--- src/rtl/wshc_pkg.sv ---
// Shared types and constants for the window size hint constraint block.
// No dependencies; compiled first.
package wshc_pkg;

   localparam int HALF_W       = 16;
   localparam int CSR_DATA_W   = 32;
   localparam int CSR_INDEX_W  = 3;
   localparam int FLAGS_W      = 5;
   localparam int UNBOUND_LOG2 = 40;

   localparam int FLAG_MIN    = 0;
   localparam int FLAG_MAX    = 1;
   localparam int FLAG_INC    = 2;
   localparam int FLAG_ASPECT = 3;
   localparam int FLAG_BASE   = 4;

   typedef enum logic [CSR_INDEX_W-1:0] {
      CSR_HINT_FLAGS   = 3'd0,
      CSR_MIN_SIZE     = 3'd1,
      CSR_BASE_SIZE    = 3'd2,
      CSR_MAX_SIZE     = 3'd3,
      CSR_SIZE_STEP    = 3'd4,
      CSR_LEAST_ASPECT = 3'd5,
      CSR_MOST_ASPECT  = 3'd6
   } csr_idx_type;

   localparam logic [FLAGS_W-1:0]    RST_FLAGS  = '0;
   localparam logic [CSR_DATA_W-1:0] RST_MIN    = 32'h0001_0001;
   localparam logic [CSR_DATA_W-1:0] RST_BASE   = 32'h0000_0000;
   localparam logic [CSR_DATA_W-1:0] RST_MAX    = 32'h7FFF_7FFF;
   localparam logic [CSR_DATA_W-1:0] RST_STEP   = 32'h0001_0001;
   localparam logic [CSR_DATA_W-1:0] RST_ASPECT = 32'h0001_0001;

endpackage

--- src/rtl/wshc_div.sv ---
// Pipelined restoring divider, one quotient bit per stage, with side payload.
// Depends on wshc_pkg (HALF_W).
module wshc_div import wshc_pkg::*; #(
   parameter int NUM_W = 32,
   parameter int PAY_W = 1
) (
   input  logic              clock,
   input  logic              reset,
   input  logic              en,
   input  logic              in_valid,
   input  logic [NUM_W-1:0]  num,
   input  logic [HALF_W-1:0] den,
   input  logic [PAY_W-1:0]  in_pay,
   output logic              out_valid,
   output logic [NUM_W-1:0]  quo,
   output logic [HALF_W-1:0] rem,
   output logic [PAY_W-1:0]  out_pay
);

   logic [NUM_W-1:0]  valid_ff;
   logic [HALF_W-1:0] rem_ff  [NUM_W];
   logic [NUM_W-1:0]  work_ff [NUM_W];
   logic [PAY_W-1:0]  pay_ff  [NUM_W];
   logic [HALF_W-1:0] rem_in  [NUM_W];
   logic [NUM_W-1:0]  work_in [NUM_W];

   always_comb begin
      logic [HALF_W-1:0] r_src;
      logic [NUM_W-1:0]  w_src;
      logic [HALF_W:0]   trial;
      logic [HALF_W:0]   diff;
      for (int s = 0; s < NUM_W; s++) begin
         if (s == 0) begin
            r_src = '0;
            w_src = num;
         end else begin
            r_src = rem_ff[s-1];
            w_src = work_ff[s-1];
         end
         trial      = {r_src, w_src[NUM_W-1]};
         diff       = trial - {1'b0, den};
         rem_in[s]  = diff[HALF_W] ? trial[HALF_W-1:0] : diff[HALF_W-1:0];
         work_in[s] = {w_src[NUM_W-2:0], ~diff[HALF_W]};
      end
   end

   always_ff @(posedge clock) begin
      if (reset) begin
         valid_ff <= '0;
      end else if (en) begin
         valid_ff <= {valid_ff[NUM_W-2:0], in_valid};
      end
   end

   always_ff @(posedge clock) begin
      if (en) begin
         for (int s = 0; s < NUM_W; s++) begin
            rem_ff[s]  <= rem_in[s];
            work_ff[s] <= work_in[s];
            pay_ff[s]  <= (s == 0) ? in_pay : pay_ff[(s == 0) ? 0 : s-1];
         end
      end
   end

   assign out_valid = valid_ff[NUM_W-1];
   assign quo       = work_ff[NUM_W-1];
   assign rem       = rem_ff[NUM_W-1];
   assign out_pay   = pay_ff[NUM_W-1];

endmodule

--- config.mk ---
export PLATFORM = sky130hd
export DESIGN_NAME = wshc_div
export DESIGN_NICKNAME = d
export VERILOG_FILES = /design/src/rtl/wshc_pkg.sv /design/src/rtl/wshc_div.sv
export SDC_FILE = /design/constraint.sdc
export NUM_CORES = 2
export LEC_CHECK = 0
export BUFFER_PORTS_ARGS = -buffer_cell sky130_fd_sc_hd__buf_2
export CAP_MARGIN = 20
export CELL_PAD_IN_SITES_DETAIL_PLACEMENT = 1
export CELL_PAD_IN_SITES_GLOBAL_PLACEMENT = 1
export CORE_MARGIN = 3
export CORE_UTILIZATION = 30
export DETAILED_ROUTE_END_ITERATION = 10
export PLACE_DENSITY_LB_ADDON = 0.1
export SLEW_MARGIN = 20
export SYNTH_ARGS = -nofsm -noshare
export SYNTH_HDL_FRONTEND = slang
export SYNTH_SLANG_ARGS = --single-unit
--- constraint.sdc ---
create_clock -name clock -period 5.2 [get_ports clock]
set_clock_uncertainty 0.2 [all_clocks]
set_input_delay 1.3 -clock clock [delete_from_list [all_inputs] [get_ports clock]]
set_output_delay 1.3 -clock clock [all_outputs]
set_load 0.05 [all_outputs]
==> parameters.txt <==
Parameter                              Value

Timing
  Final period demand of the worst path ... 4.17 ns
  Post-route worst hold slack ... 0.183 ns
  Hold Violations, Final ... 0
  Unrepaired setup endpoints after global routing ... no
  Worst Max-Slew Pin Slew ... 1.04 ns
  Final setup violation count ... 0
  Setup WS post-layout ... 1.03 ns
  Final cycle utilization of the critical path ... 80.3%
  Tightest slew margin relative to the limit ... 30.8%
  Sum Neg Setup Slack ... 0 ns
  Number of pins with negative max-slew slack in the final report ... 0
  Max Clk Rate ... 240 MHz

Floorplan
  Count of boundary I/O pins ... 103
  Overall die area ... 266000 µm²
  Horiz. Die Dim ... 515 µm
  Die height ... 515 µm
  Row cnt ... 186
  Placeable core region ... 258000 µm²
  Initial standard-cell utilization of the core ... 30.2%

Power and ir drop
  Static leakage power ... 0.0335 µW
  Total power per unit cell area ... 656 nW/µm²
  Max IR drop VDD ... 0.000372 V

Clock network
  Buffers inserted by post-CTS timing repair ... 0
  H-tree levels ... 4
  Library cell used as clock root buffer ... sky130_fd_sc_hd__clkbuf_16
  Count of hold-fix buffers inserted at cts ... 0
  Total CTS buffers ... 187
  Worst-skew pair later-pin latency ... 0.84 ns
  Clock input transition at the sequential cells of the worst setup and hold paths ... 0.06 ns
  Clock tree from TritonCTS ... done
  Buffers from clock root to sink, at most ... 3
  Number of clock sinks ... 1600
  Post-CTS resize count ... 0

Critical path
  Largest fanout on the critical path ... 16
  Endpoint type of the worst setup path ... flip-flop
  Number of buffer and inverter instances along the worst setup path ... 4
  Sort of element at the start of the critical path ... input port
  Slowest stage delay, CP ... 0.41 ns
  Ordered cell list for the critical path ... buf_2, buf_12, buf_4, ha_1, fa_1, nor2b_1, o31a_1, o2111ai_2, a31oi_1, a21o_1, a21oi_4, xor2_4, buf_12, mux2_2
  Slack of the worst reg-to-reg path ... 1.48 ns
  Critical-path top delay cell ... sky130_fd_sc_hd__fa_1
  Library cell appearing most often on the critical path ... sky130_fd_sc_hd__buf_12
  Critical path class ... input port to flip-flop
  Kind of cell adding the most delay to the critical path ... compound AO/OA/AOI/OAI gates
  Data required, critical path ... 5.55 ns
  Arrival time at the worst endpoint ... 4.52 ns

Placed design
  Placement Cell Area ... 84000 µm²
  Placer's final routability congestion estimate ... 0.787
  DP Wirelength ... 124000 µm
  Buffers on Ports ... 102
  Post-placement worst setup slack ... 0.0334 ns

Layout
  Finished Core Util ... 35.1%
  Area of combinational cells with multiple inputs ... 28700 µm²
  Final design instance area without fill ... 90300 µm²
  Most common library cell in the layout ignoring fill and taps ... sky130_fd_sc_hd__edfxtp_1
  Commonest cells after routing, fill and taps aside ... sky130_fd_sc_hd__edfxtp_1, sky130_fd_sc_hd__ha_1, sky130_fd_sc_hd__mux2_2
  Combined flip-flop and latch cell area ... 47700 µm²
  Fillcell total ... 26700
  NumNets Final ... 6445
  Share of post-route cells with drive strength above 1 ... 18.1%
  Syn-to-layout area delta ... 16.0%

Yosys
  Yosys Warn Count ... 0
  Number of enable flip-flop cells after synthesis ... 1568
  Synth Register Bits ... 1600
  Summed instance area of the synthesized netlist ... 77900 µm²
  Sequential cell area fraction in the yosys report ... 61.3%
  Async SR Flop Fraction ... 0%
  Distinct cells, synth ... 97
  Avg Cell Area, Syn ... 14.1 µm²
  Cell count after synthesis ... 5518
  Most used flip-flop cell after synthesis ... sky130_fd_sc_hd__edfxtp_1

Routing
  First DRT Iteration DRCs ... 2615
  Routed wire length per instance ... 19.1 µm
  Detailed-route via count ... 44900
  Number of antenna-violating nets in the routed design ... 0
  DRC errors left ... 0
  Pre-antenna DRT Iters ... 5
  Total detailed-routing wirelength ... 180000 µm
  Vias per inst ... 4.78

Global route
  Global-route wire length before repair ... 280000 µm
  Via count of the first global-routing pass ... 47500
  Maximum number of pins on one net before global-route repair ... 112
  Final global-route overflow total ... 0
  Combined global-route utilization of all metal layers ... 13.4%
  Antenna violations before repair ... 5

Status
  Status ... finished, final reports clean

Job
  Total of max-cap violations ... 0

Min path
  Class of the most critical hold timing path ... flip-flop to flip-flop
-- report_power, final --
group          leakage, µW  switching [µW]  internal, µW
Sequential          0.0156            1800         18700
Combinational       0.0148           12800         12600
Clock              0.00303            5570          7770
Total               0.0335           20200         39100
-- kinds of logic after synthesis --
kind of cell | after synthesis | share of synthesized area [%]
flops | 1600 | 61.3
compound gates | 1100 | 9.21
simple gates | 1059 | 6.62
fa+ha+maj | 529 | 8.80
mux | 526 | 7.55
xor+xnor | 383 | 4.58
buf+inv | 320 | 1.95
other cells | 1 | 0.00482
-- through the flow --
stage,std cells,power (µW)
after floorplan,5524,39400
after global placement,9058,46100
after detailed placement,9058,46300
after CTS,9405,60400
after global routing,9406,63700
final,9407,59300
-- sequential cells by signal (all words and copies together) (netlist names) --
register  count
pay_ff       32
rem_ff      512
valid_ff     32
work_ff    1024
-- path summary, 6_finish.rpt --
| kind | cells past startpoint | endpoint | startpoint |
|---|---|---|---|
| hold reg to reg | 0 | work_ff[1][216] | work_ff[1][183] |
| setup / recovery | 14 | rem_ff[1][51] | den[0] |
| hold / removal | 0 | work_ff[1][216] | work_ff[1][183] |
| setup reg to reg | 11 | rem_ff[1][72] | work_ff[1][127] |
-- layer usage --
layer	up-vias	wire length, µm	track usage [%]
met5	-	0	0
met4	0	4980	4.15
met3	262	5350	2.25
met2	476	82800	21.7
met1	22300	86700	18.4
li1	21900	-	-
-- worst register-to-register path, cell delays in order, from the launching register on --
cell,delay [ns]
sky130_fd_sc_hd__edfxtp_1,0.35
sky130_fd_sc_hd__inv_1,0.09
sky130_fd_sc_hd__ha_1,0.30
sky130_fd_sc_hd__fa_1,0.28
sky130_fd_sc_hd__nor2b_1,0.07
sky130_fd_sc_hd__o31a_1,0.28
sky130_fd_sc_hd__o311a_1,0.35
sky130_fd_sc_hd__nor2_2,0.15
sky130_fd_sc_hd__o21ai_1,0.15
sky130_fd_sc_hd__a2111oi_2,0.38
sky130_fd_sc_hd__nand4b_4,0.37
sky130_fd_sc_hd__mux2_1,0.44
-- synthesized netlist by cell type (all sizes together) (78+ instances only) --
library cell	instances	area [µm²]
xor2	108	1040
nor2b	78	488
mux2	425	4860
nand2	219	822
inv	185	694
o21ai	225	1130
xnor2	275	2520
nor2	332	1250
o21a	81	608
edfxtp	1568	47100
a21o	96	721
a21oi	349	1780
nand3	81	405
mux2i	101	1010
ha	498	6230
nor3	94	480
buf	88	649
-- layout make-up --
cell class | instances | area share [%]
inverters | 185 | 0.769
flip-flops and latches | 1600 | 52.8
clock inverters | 132 | 1.69
repair buffers | 285 | 2.96
clock buffers | 215 | 5.30
diodes | 2 | 0.00554
well taps | 3384 | 4.69
multi-input cells | 3604 | 31.7
Power figures use the tool's default switching activity.
